## config.mk

```make
export PLATFORM = sky130hd
export DESIGN_NAME = super_io_config_decoder_top
export DESIGN_NICKNAME = d
export VERILOG_FILES = /design/src/rtl/core/sio_cfg_pkg.sv /design/src/rtl/core/super_io_config_decoder_top.sv
export SDC_FILE = /design/constraint.sdc
export NUM_CORES = 1
export LEC_CHECK = 0
export BUFFER_PORTS_ARGS = -buffer_cell sky130_fd_sc_hd__buf_2
export CAP_MARGIN = 25
export CORE_MARGIN = 1
export CORE_UTILIZATION = 52
export CTS_CLUSTER_SIZE = 8
export DETAILED_ROUTE_END_ITERATION = 16
export GPL_TIMING_DRIVEN = 0
export MAX_ROUTING_LAYER = met4
export PLACE_DENSITY = 0.76
export SETUP_SLACK_MARGIN = 0.5
export SLEW_MARGIN = 20
export SYNTH_ARGS = -nofsm -noshare
export SYNTH_HDL_FRONTEND = slang
export SYNTH_SLANG_ARGS = --single-unit
```

## constraint.sdc

```tcl
create_clock -name clk -period 6.79 [get_ports clk]
set_input_delay 0 -clock clk [delete_from_list [all_inputs] [get_ports clk]]
set_output_delay 0 -clock clk [all_outputs]
set_load 0.02 [all_outputs]
```

## src/rtl/core/sio_cfg_pkg.sv

```systemverilog
// Types and constants shared by the super I/O configuration decoder.
package sio_cfg_pkg;

  localparam int unsigned NUM_REGS = 29;
  localparam int unsigned IDX_W    = 5;

  typedef enum logic {
    CMD_READ  = 1'b0,
    CMD_WRITE = 1'b1
  } cmd_t;

  typedef struct packed {
    cmd_t        cmd;
    logic [15:0] port_addr;
    logic [7:0]  write_data;
  } req_t;

  typedef struct packed {
    logic [7:0] read_data;
    logic       read_hit;
    logic [9:0] lpt_base;
    logic [9:0] uart1_base;
    logic [2:0] uart1_irq;
    logic [9:0] uart2_base;
    logic [2:0] uart2_irq;
    logic [9:0] fdc_base;
    logic       fdc_enhanced;
    logic       fdc_densel_polarity;
    logic [9:0] gpio_base;
    logic [1:0] gpio_enables;
  } rsp_t;

  // register numbers
  localparam logic [IDX_W-1:0] REG_ENABLE   = 5'h00;
  localparam logic [IDX_W-1:0] REG_ADDR     = 5'h01;
  localparam logic [IDX_W-1:0] REG_PWRDN    = 5'h02;
  localparam logic [IDX_W-1:0] REG_ID       = 5'h08;
  localparam logic [IDX_W-1:0] REG_FDC      = 5'h09;
  localparam logic [IDX_W-1:0] REG_GPIO_BA  = 5'h0F;
  localparam logic [IDX_W-1:0] REG_GPIO_EN  = 5'h12;
  localparam logic [IDX_W-1:0] REG_LPT_BA   = 5'h19;
  localparam logic [IDX_W-1:0] REG_LPT_CTL  = 5'h1B;
  localparam logic [IDX_W-1:0] REG_PNP      = 5'h1C;

  localparam logic [7:0] ID_VALUE      = 8'h70;
  localparam logic [7:0] ENABLE_MAGIC  = 8'h08;
  localparam logic [7:0] ENABLE_SUBST  = 8'h4B;
  localparam logic [7:0] ENABLE_MASK   = 8'h5F;
  localparam logic [7:0] LPT_BA_RELOAD = 8'hEF;
  localparam logic [7:0] LPT_CTL_MODE  = 8'h70;

  localparam logic [9:0] LPT_PRI  = 10'h378;
  localparam logic [9:0] LPT_SEC  = 10'h278;
  localparam logic [9:0] COM1_BA  = 10'h3F8;
  localparam logic [9:0] COM2_BA  = 10'h2F8;
  localparam logic [9:0] FDC_PRI  = 10'h3F0;
  localparam logic [9:0] FDC_SEC  = 10'h370;
  localparam logic [2:0] IRQ3     = 3'd3;
  localparam logic [2:0] IRQ4     = 3'd4;

  localparam logic [9:0] UART_ALT3 [4] = '{10'h3E8, 10'h338, 10'h2E8, 10'h220};
  localparam logic [9:0] UART_ALT4 [4] = '{10'h2E8, 10'h238, 10'h2E0, 10'h228};

  localparam logic [7:0] CFG_RESET [NUM_REGS] = '{
    8'h0B, 8'h01, 8'h00, 8'h01, 8'h00, 8'h0D, 8'h00, 8'h00,
    8'h70, 8'hC0, 8'h00, 8'h80, 8'h00, 8'h00, 8'h00, 8'h1E,
    8'h00, 8'h00, 8'h30, 8'h00, 8'h00, 8'h00, 8'h00, 8'h00,
    8'h00, 8'hEF, 8'h00, 8'h00, 8'h00
  };

  localparam logic [7:0] GPIO0_RESET = 8'hFF;
  localparam logic [7:0] GPIO1_RESET = 8'hFB;

endpackage

```

## src/rtl/core/super_io_config_decoder_top.sv

```systemverilog
// Super I/O index/data configuration registers with resource decode, top level.
//
// One bus access is taken per beat and answered in the next cycle with the read
// byte and the full resource decode (printer, two UARTs, floppy, GPIO pair)
// as it stands after that access. Throughput is one access per clock: the
// register file update and the decode sit between the state registers and a
// single output register, and a new access is taken whenever that register
// is empty or is being drained. The index port is CONFIG_PORT, the data port
// CONFIG_PORT+1; a data write lands only on the second consecutive data write,
// and any config-port read disarms it. Reset loads the register defaults.
module super_io_config_decoder_top
  import sio_cfg_pkg::*;
#(
  parameter int unsigned CONFIG_PORT = 46
) (
  input  logic clk,
  input  logic rst,
  input  logic req_valid,
  output logic req_stall,
  input  req_t req,
  output logic rsp_valid,
  input  logic rsp_stall,
  output rsp_t rsp
);

  localparam logic [15:0] IDX_PORT = 16'(CONFIG_PORT);
  localparam logic [15:0] DAT_PORT = 16'(CONFIG_PORT + 1);

  logic [7:0]       cfg [NUM_REGS];
  logic [7:0]       cfg_next [NUM_REGS];
  logic [IDX_W-1:0] reg_index, reg_index_next;
  logic             write_armed, write_armed_next;
  logic [7:0]       gpio [2];
  logic [7:0]       gpio_next [2];
  rsp_t             rsp_next;

  logic       accept;
  logic [9:0] gbase_cur;
  logic [1:0] gen_cur;
  logic       g0_hit, g1_hit;
  logic       idx_ok;
  logic [7:0] wval;
  logic [7:0] diff;
  logic       pd;

  assign req_stall = rsp_valid && rsp_stall;
  assign accept    = req_valid && !req_stall;

  function automatic logic [9:0] uart_base(logic en, logic [1:0] sel, logic [1:0] hi);
    logic [9:0] b;
    case (sel)
      2'd0:    b = COM1_BA;
      2'd1:    b = COM2_BA;
      2'd2:    b = UART_ALT3[hi];
      default: b = UART_ALT4[hi];
    endcase
    return en ? b : 10'd0;
  endfunction

  function automatic logic [2:0] uart_irq(logic pnp_en, logic pnp, logic fer);
    if (pnp_en) return pnp ? IRQ4 : IRQ3;
    return fer ? IRQ3 : IRQ4;
  endfunction

  function automatic logic [9:0] lpt_decode(logic [7:0] r0, logic [7:0] r1,
                                            logic [7:0] r19, logic [7:0] r1b);
    logic [9:0] b;
    if (!r0[0]) begin
      b = 10'd0;
    end else if (r1b[4]) begin
      b = r1b[5] ? LPT_SEC : LPT_PRI;
    end else begin
      case (r1[1:0])
        2'd0:    b = LPT_PRI;
        2'd1:    b = {r19, 2'b00};
        2'd2:    b = LPT_SEC;
        default: b = 10'd0;
      endcase
    end
    return b;
  endfunction

  assign gbase_cur = {cfg[REG_GPIO_BA], 2'b00};
  assign gen_cur   = cfg[REG_GPIO_EN][5:4];
  assign g0_hit    = gen_cur[0] && (req.port_addr == {6'd0, gbase_cur});
  assign g1_hit    = gen_cur[1] && (req.port_addr == 16'({1'b0, gbase_cur} + 11'd1));
  assign idx_ok    = reg_index < IDX_W'(NUM_REGS);
  assign wval      = (reg_index == REG_ENABLE && req.write_data == ENABLE_MAGIC)
                     ? ENABLE_SUBST : req.write_data;
  assign diff      = idx_ok ? (wval ^ cfg[reg_index]) : 8'd0;

  always_comb begin
    cfg_next            = cfg;
    reg_index_next      = reg_index;
    write_armed_next    = write_armed;
    gpio_next           = gpio;
    rsp_next            = '0;
    rsp_next.read_data  = (req.cmd == CMD_WRITE) ? 8'h00 : 8'hFF;
    rsp_next.read_hit   = 1'b0;
    if (accept) begin
      if (req.port_addr == IDX_PORT) begin
        write_armed_next = 1'b0;
        if (req.cmd == CMD_WRITE) begin
          reg_index_next = req.write_data[IDX_W-1:0];
        end else begin
          rsp_next.read_data = {3'd0, reg_index};
          rsp_next.read_hit  = 1'b1;
        end
      end else if (req.port_addr == DAT_PORT) begin
        if (req.cmd == CMD_WRITE) begin
          write_armed_next = !write_armed;
          if (write_armed && idx_ok && reg_index != REG_ID &&
              !(reg_index == REG_LPT_BA && !cfg[REG_LPT_CTL][6])) begin
            cfg_next[reg_index] = (reg_index == REG_ENABLE) ? (wval & ENABLE_MASK) : wval;
            if (reg_index == REG_LPT_CTL && (diff & LPT_CTL_MODE) != 8'd0 && !wval[6]) begin
              cfg_next[REG_LPT_BA] = LPT_BA_RELOAD;
            end
          end
        end else begin
          write_armed_next   = 1'b0;
          rsp_next.read_hit  = 1'b1;
          if (reg_index == REG_ID) begin
            rsp_next.read_data = ID_VALUE;
          end else if (idx_ok) begin
            rsp_next.read_data = cfg[reg_index];
          end else begin
            rsp_next.read_data = 8'hFF;
          end
        end
      end else if (g0_hit || g1_hit) begin
        if (req.cmd == CMD_WRITE) begin
          gpio_next[req.port_addr[0]] = req.write_data;
        end else begin
          rsp_next.read_data = gpio[req.port_addr[0]];
          rsp_next.read_hit  = 1'b1;
        end
      end
    end

    pd = cfg_next[REG_PWRDN][0];
    rsp_next.lpt_base = pd ? 10'd0 : lpt_decode(cfg_next[REG_ENABLE], cfg_next[REG_ADDR],
                                                 cfg_next[REG_LPT_BA], cfg_next[REG_LPT_CTL]);
    rsp_next.uart1_base = pd ? 10'd0 : uart_base(cfg_next[REG_ENABLE][1],
                                                  cfg_next[REG_ADDR][3:2],
                                                  cfg_next[REG_ADDR][7:6]);
    rsp_next.uart2_base = pd ? 10'd0 : uart_base(cfg_next[REG_ENABLE][2],
                                                  cfg_next[REG_ADDR][5:4],
                                                  cfg_next[REG_ADDR][7:6]);
    rsp_next.uart1_irq = uart_irq(cfg_next[REG_PNP][0], cfg_next[REG_PNP][2],
                                  cfg_next[REG_ADDR][2]);
    rsp_next.uart2_irq = uart_irq(cfg_next[REG_PNP][0], cfg_next[REG_PNP][6],
                                  cfg_next[REG_ADDR][4]);
    rsp_next.fdc_base = (pd || !cfg_next[REG_ENABLE][3]) ? 10'd0
                        : (cfg_next[REG_ENABLE][5] ? FDC_SEC : FDC_PRI);
    rsp_next.fdc_enhanced        = cfg_next[REG_FDC][2];
    rsp_next.fdc_densel_polarity = cfg_next[REG_FDC][6];
    rsp_next.gpio_base           = {cfg_next[REG_GPIO_BA], 2'b00};
    rsp_next.gpio_enables        = cfg_next[REG_GPIO_EN][5:4];
  end

  always_ff @(posedge clk) begin
    if (rst) begin
      cfg         <= CFG_RESET;
      reg_index   <= '0;
      write_armed <= 1'b0;
      gpio[0]     <= GPIO0_RESET;
      gpio[1]     <= GPIO1_RESET;
      rsp_valid   <= 1'b0;
    end else begin
      cfg         <= cfg_next;
      reg_index   <= reg_index_next;
      write_armed <= write_armed_next;
      gpio        <= gpio_next;
      if (accept) begin
        rsp_valid <= 1'b1;
      end else if (!rsp_stall) begin
        rsp_valid <= 1'b0;
      end
    end
  end

  always_ff @(posedge clk) begin
    if (accept) begin
      rsp <= rsp_next;
    end
  end

  a_accept_gives_beat: assert property (@(posedge clk) disable iff (rst)
    accept |=> rsp_valid)
    else $error("accepted access produced no response beat");

  a_write_reads_zero: assert property (@(posedge clk) disable iff (rst)
    accept && req.cmd == CMD_WRITE |=> rsp.read_data == 8'h00 && !rsp.read_hit)
    else $error("write returned read data");

  a_powerdown_off: assert property (@(posedge clk) disable iff (rst)
    rsp_valid && cfg[REG_PWRDN][0] |->
      rsp.lpt_base == 10'd0 && rsp.uart1_base == 10'd0 &&
      rsp.uart2_base == 10'd0 && rsp.fdc_base == 10'd0)
    else $error("resource decoded during power-down");

  a_index_write_disarms: assert property (@(posedge clk) disable iff (rst)
    accept && req.port_addr == IDX_PORT |=> !write_armed)
    else $error("index port access left data write armed");

  a_index_read: assert property (@(posedge clk) disable iff (rst)
    accept && req.port_addr == IDX_PORT && req.cmd == CMD_READ |=>
      rsp.read_hit && rsp.read_data[7:5] == 3'd0)
    else $error("bad index port read");

endmodule
```

==> run metrics, run 1 <==
TritonCTS clock tree done; max layer used met4; io pins 100; Synth area leader dfxtp_1; H-tree depth 2; Slew headroom 0.313; setup bufs post-CTS 0; die extent in x 164 um; n_diodes 0; clk sinks 300; P_leak 5.61 nW; Port Buffers 81; DR WL met3 5720 um; M1 WL 19,900 um; top area cells in the synthesized netlist dfxtp_1 37%, edfxtp_1 9.8%, nand2_1 6.9%; DR vias/cell 6.36; first-pass GRT wire length 74,100 um; most frequent cell after synthesis dfxtp_1; drt pass-1 iters 6; share of the synthesized area in the top cell type 0.372; Initial Util 0.528; core area 26,000 um^2; pwr dens 248 nW/um^2; clock root cell clkbuf_16; outcome completed; via count 12.8k; DRT antenna net count 0; total die area 27,100 um^2; Clock Path Buffers 3; Worst EP arrival 4900 ps; TritonCTS buffer count 43; Synth cell types 71; CP Launch Type flip-flop; Max-cap violations 0; NumNets Final 1,690; clk_skew 24.1 ps; share of cells above drive strength 1 0.153; total power 3.96 mW; Area Overhead vs Synth 16.5%; post_cts resized 0; Worst Max-Slew Pin Slew 1030 ps; antenna violations before repair 0; Peak Freq 215 MHz; post-synthesis register bit count 300; synthesized area per cell 9.11 um^2; Ys Warns 0; main flop type after synthesis dfxtp_1; Die H 164 um; maximum VDD drop 247 uV; async set-reset flop share out of synthesis 0; min cycle time layout 4650 ps; row cnt 59; Post-synth EDFFs 45; CP Max Fanout 10; Detailed Route Iter0 Violations 1,850; DR WL/cell 25.3 um; worst hold path type input port to flip-flop; Worst EP required 7040 ps; Clk Latency, worst-skew pair 550 ps; commonest cells in the netlist 255 x dfxtp_1, 252 x nand2_1, 182 x nor2_1, 137 x a21oi_1, 90 x clkbuf_1; Post-Syn Area 13,700 um^2; CP Capture Type flip-flop; Slew Viols, Final 0; hold_ws 16.9 ps; gr usage total 0.389; Fin. Hold Viols 0; DR WL met2 22,100 um; fillers 2,235; Worst Setup Path Type flip-flop to flip-flop; vias in the first global route 11.8k; CTS clock-pin slew for the worst setup and hold paths 60 ps; DRC Markers 0; GRT Residual Overflow 0; register area share after synthesis 0.470; period utilization 0.685; drt total wl 50,900 um; post-DP HPWL 36,300 um; Final Setup Violations 0; largest net degree at the start of global routing 25; cells after synthesis 1,508; Fin Setup TNS 0 ps; RePlAce Congestion 1.02; RSZ-0062 raised after global routing false
==> cell families after synthesis <==
| kind of cell | after synthesis | share of synthesized area |
|---|---|---|
| DFF | 300 | 0.470 |
| buffers and inverters | 150 | 0.0495 |
| muxes | 130 | 0.130 |
| xor gates and xnor gates | 12 | 0.00765 |
| and+or+nand+nor | 599 | 0.196 |
| AOI/OAI and AO/OA | 316 | 0.147 |
| other | 1 | 0.000273 |
==> registers in the layout, summed over array words and instances (netlist names) <==
| signal | flops |
|---|---|
| cfg | 232 |
| rsp | 45 |
| gpio | 16 |
| reg_index | 5 |
| rsp_valid | 1 |
| write_armed | 1 |
==> where the power goes <==
part	leakage [nW]	internal (mW)	switching, mW
registers	2.42	1.81	0.00229
logic	2.60	0.0414	0.123
clock network	0.585	1.21	0.776
==> path summary, 6_finish.rpt <==
path	from	slack, ps	cells past startpoint	end
setup / recovery	reg_index[1]	2140	10	rsp[62]
hold / removal	req[3]	20	3	rsp[7]
setup reg to reg	reg_index[1]	2140	10	rsp[62]
hold reg to reg	cfg[164]	450	1	cfg[164]
==> through the flow <==
step	util	cells	area [um^2]	setup slack (ps)
detailed placement	0.565	1940	14700	2520
floorplan	-	1521	13800	2670
finish	0.616	2013	16000	2140
CTS	0.615	2011	16000	2490
global route	0.616	2013	16000	2330
global placement	0.562	1937	14600	884
==> area by class of cell <==
| type | count | area, um^2 | area share |
|---|---|---|---|
| inverters | 10 | 37.5 | 0.00235 |
| flip-flops and latches | 300 | 6460 | 0.404 |
| plain buffers | 140 | 642 | 0.0401 |
| repair buffers | 95 | 577 | 0.0361 |
| clock buffers | 59 | 1160 | 0.0723 |
| clock inverters | 3 | 55.1 | 0.00344 |
| multi-input cells | 1071 | 6660 | 0.416 |
| well taps | 335 | 419 | 0.0262 |
==> what timing repair did <==
action,CTS,global route
setup endpoints to repair,0,0
hold endpoints to repair,19,0
hold buffers,9,0
==> worst max-delay path, cell delays in order (launching register included) <==
cell and delay [ps]:
dfxtp_1 310, buf_2 180, buf_2 430, buf_2 470, buf_1 780, buf_2 510
mux4_2 410, a221oi_1 660, a31oi_1 300, nor2_1 170, mux2i_1 120
==> layer usage <==
layer | global-route usage | up-vias
met3 | 0.0723 | 217
met4 | 0.221 | 0
li1 | - | 5582
met1 | 0.498 | 6091
met5 | - | -
met2 | 0.580 | 921
==> layout by cell type, fill, tap and decap left out, drive strengths merged, types with 9 or more instances in the layout <==
cell type | synthesis | layout
dfxtp | 255 | 255
nand2 | 252 | 252
nor2 | 183 | 183
clkbuf | 90 | 149
a21oi | 137 | 137
buf | 50 | 136
mux2i | 80 | 80
a211oi | 58 | 58
edfxtp | 45 | 45
mux4 | 37 | 37
nor2b | 33 | 33
nand3 | 29 | 29
o21ai | 27 | 27
nor3 | 21 | 21
a211o | 20 | 20
conb | 1 | 14
or2 | 14 | 14
mux2 | 13 | 13
nand2b | 12 | 12
a22oi | 12 | 12
xor2 | 10 | 10
inv | 9 | 10
nand4 | 9 | 9
a31oi | 9 | 9
dlygate4sd3 | 0 | 9
(Power assumes the default switching activity.)
==> run 2: changes to the inputs <==
ABC_AREA = 1   (was default)
PLACE_DENSITY = 0.79   (was 0.76)
clock period = 4 ns   (was 6.79 ns; I/O delays follow)
==> run metrics, run 2 <==
first-pass GRT wire length 76,000 um; via count 13.4k; dpl ws 346 ps; RSZ-0062 raised after global routing false; synthesized area per cell 7.94 um^2; DR vias/cell 6.01; GRT Residual Overflow 0; CP Max Fanout 10; setup bufs post-CTS 0; TritonCTS clock tree done; CP Capture Type flip-flop; vias in the first global route 12.0k; Final Setup Violations 0; Fin Setup TNS 0 ps; Peak Freq 285 MHz; CP Launch Type flip-flop; Largest register FFs 232; Port Buffers 85; H-tree depth 2; clk_skew 22.7 ps; Post-Syn Area 13,700 um^2; PnR worst setup slack 491 ps; Slew Viols, Final 0; Worst EP required 4230 ps; total die area 26,900 um^2; area of the multi-input gates 6120 um^2; antenna violations before repair 2; most frequent cell after synthesis nand2_1; Synth cell types 53; Cell Count, Final, Fillers Out 2,223; sw frac 0.231; NumNets Final 1,906; Worst Setup Path Type flip-flop to flip-flop; drt pass-1 iters 5; post-DP HPWL 37,100 um; io pins 100; largest net degree at the start of global routing 29; most flop-heavy register cfg; DP Cell Count 2,149; most frequent cells in the layout 401 x nand2_1, 255 x dfxtp_1, 182 x nor2_1, 121 x buf_2, 118 x a211oi_1; Max-cap violations 0; Fin. Hold Viols 0; Clock Path Buffers 3; clock power share 0.498; main flop type after synthesis dfxtp_1; sequential share of power 0.461; async set-reset flop share out of synthesis 0; Clk Latency, worst-skew pair 540 ps; die extent in x 164 um; outcome completed; pwr dens 420 nW/um^2; DRC Markers 0; Area Overhead vs Synth 16.5%; Worst EP arrival 3740 ps; biggest regs cfg x232, rsp x45, gpio x16; top area cells in the synthesized netlist dfxtp_1 37%, nand2_1 11%, edfxtp_1 9.9%; most common cell after layout, fill and taps aside nand2_1; post-synthesis register bit count 300; row cnt 58; clock root cell clkbuf_16; period utilization 0.877; DRT antenna net count 0; Ys Warns 0; TritonCTS buffer count 43; total power 6.67 mW; Worst Max-Slew Pin Slew 1140 ps; cells after synthesis 1,720; DR WL/cell 23.6 um; Register Area 6460 um^2; drt total wl 52,400 um; RePlAce Congestion 0.997; register area share after synthesis 0.473; min cycle time layout 3510 ps; worst hold path type input port to flip-flop; core area 25,500 um^2; commonest cells in the netlist 401 x nand2_1, 255 x dfxtp_1, 183 x nor2_1, 118 x a211oi_1, 109 x o21ai_0; Synth area leader dfxtp_1; share of cells above drive strength 1 0.155; fillers 2,284; gr usage total 0.402; clk sinks 300; P_sw 1.54 mW; Slew headroom 0.231; share of the synthesized area in the top cell type 0.374; P_int 5.13 mW; Detailed Route Iter0 Violations 1,560; CTS clock-pin slew for the worst setup and hold paths 60 ps; Initial Util 0.536; Comb power frac 0.041; P_leak 6.66 nW; Die H 164 um; Post-synth EDFFs 45; maximum VDD drop 370 uV
==> run 2: cell types whose count changed in the layout (fill, tap and decap cells not counted), sizes merged, moves of 25 or more <==
cell,previous run,this run
nand2,252,410
inv,10,122
o21ai,27,130
mux2i,80,2
a211oi,58,118
a22oi,12,64
mux4,37,0
nor2b,33,0
clkbuf,149,117
a21oi,137,106
nor2,183,208
==> run 2: final timing paths <==
| path | startpoint | endpoint | slack [ps] | depth (start not counted) |
|---|---|---|---|---|
| max | reg_index[1] | rsp[63] | 490 | 12 |
| min | req[10] | write_armed | 20 | 5 |
| max reg2reg | reg_index[1] | rsp[63] | 490 | 12 |
| min reg2reg | cfg[163] | cfg[163] | 430 | 2 |
==> run 2: through the flow <==
step	hold slack [ps]	utilization	area, um^2
after floorplan	167	-	13700
after global placement	278	0.571	14500
after detailed placement	288	0.572	14600
after CTS	10.3	0.624	15900
after global routing	61.4	0.624	15900
final	18.7	0.624	15900
==> run 2: critical path, cell delays in order, from the launching register on <==
cell	delay (ps)
dfxtp_1	290
buf_4	170
nand2_4	220
clkinv_1	380
clkbuf_1	520
a22oi_1	320
a21oi_1	180
nor4_1	480
nand4_1	220
nand2_1	120
nand2_1	70
nand2_1	70
o21ai_0	150
==> run 2: area by class of cell <==
type	count	area share
antenna	2	0.000315
clock inverter	2	0.00157
tap	330	0.0260
multi-input combinational	1178	0.385
sequential	300	0.406
buffer	130	0.0414
clock buffer	57	0.0729
inverter	125	0.0307
timing repair buffer	99	0.0362
==> run 2: kinds of logic after synthesis <==
kind of cell	synth area share
buf+inv	0.0839
mux	0.00147
compound gates	0.209
xor+xnor	0.00577
other cells	0.000275
flops	0.473
simple gates	0.227
==> run 2: what timing repair did <==
action | 4_1_cts | 5_1_grt
setup endpoints to repair | 1 | 2
hold buffers | 13 | 0
endpoints found under the hold margin | 46 | 0
gates resized for setup | 1 | 2
==> run 2: per-layer routing <==
layer	GRT usage	vias to the layer above	wire length (um)
met4	0.188	0	2510
met5	-	-	0
met3	0.0836	152	6050
met2	0.612	872	23400
met1	0.511	6218	20500
li1	-	6109	-
==> run 2: power by group through the flow <==
stage                     registers, mW  logic (mW)  clock network [mW]
final                              3.08       0.273                3.32
after global routing               3.08       0.285                3.43
after CTS                          3.08       0.265                3.30
after detailed placement           3.14       0.253                   0
after global placement             3.14       0.249                   0
after floorplan                    3.16       0.121                   0
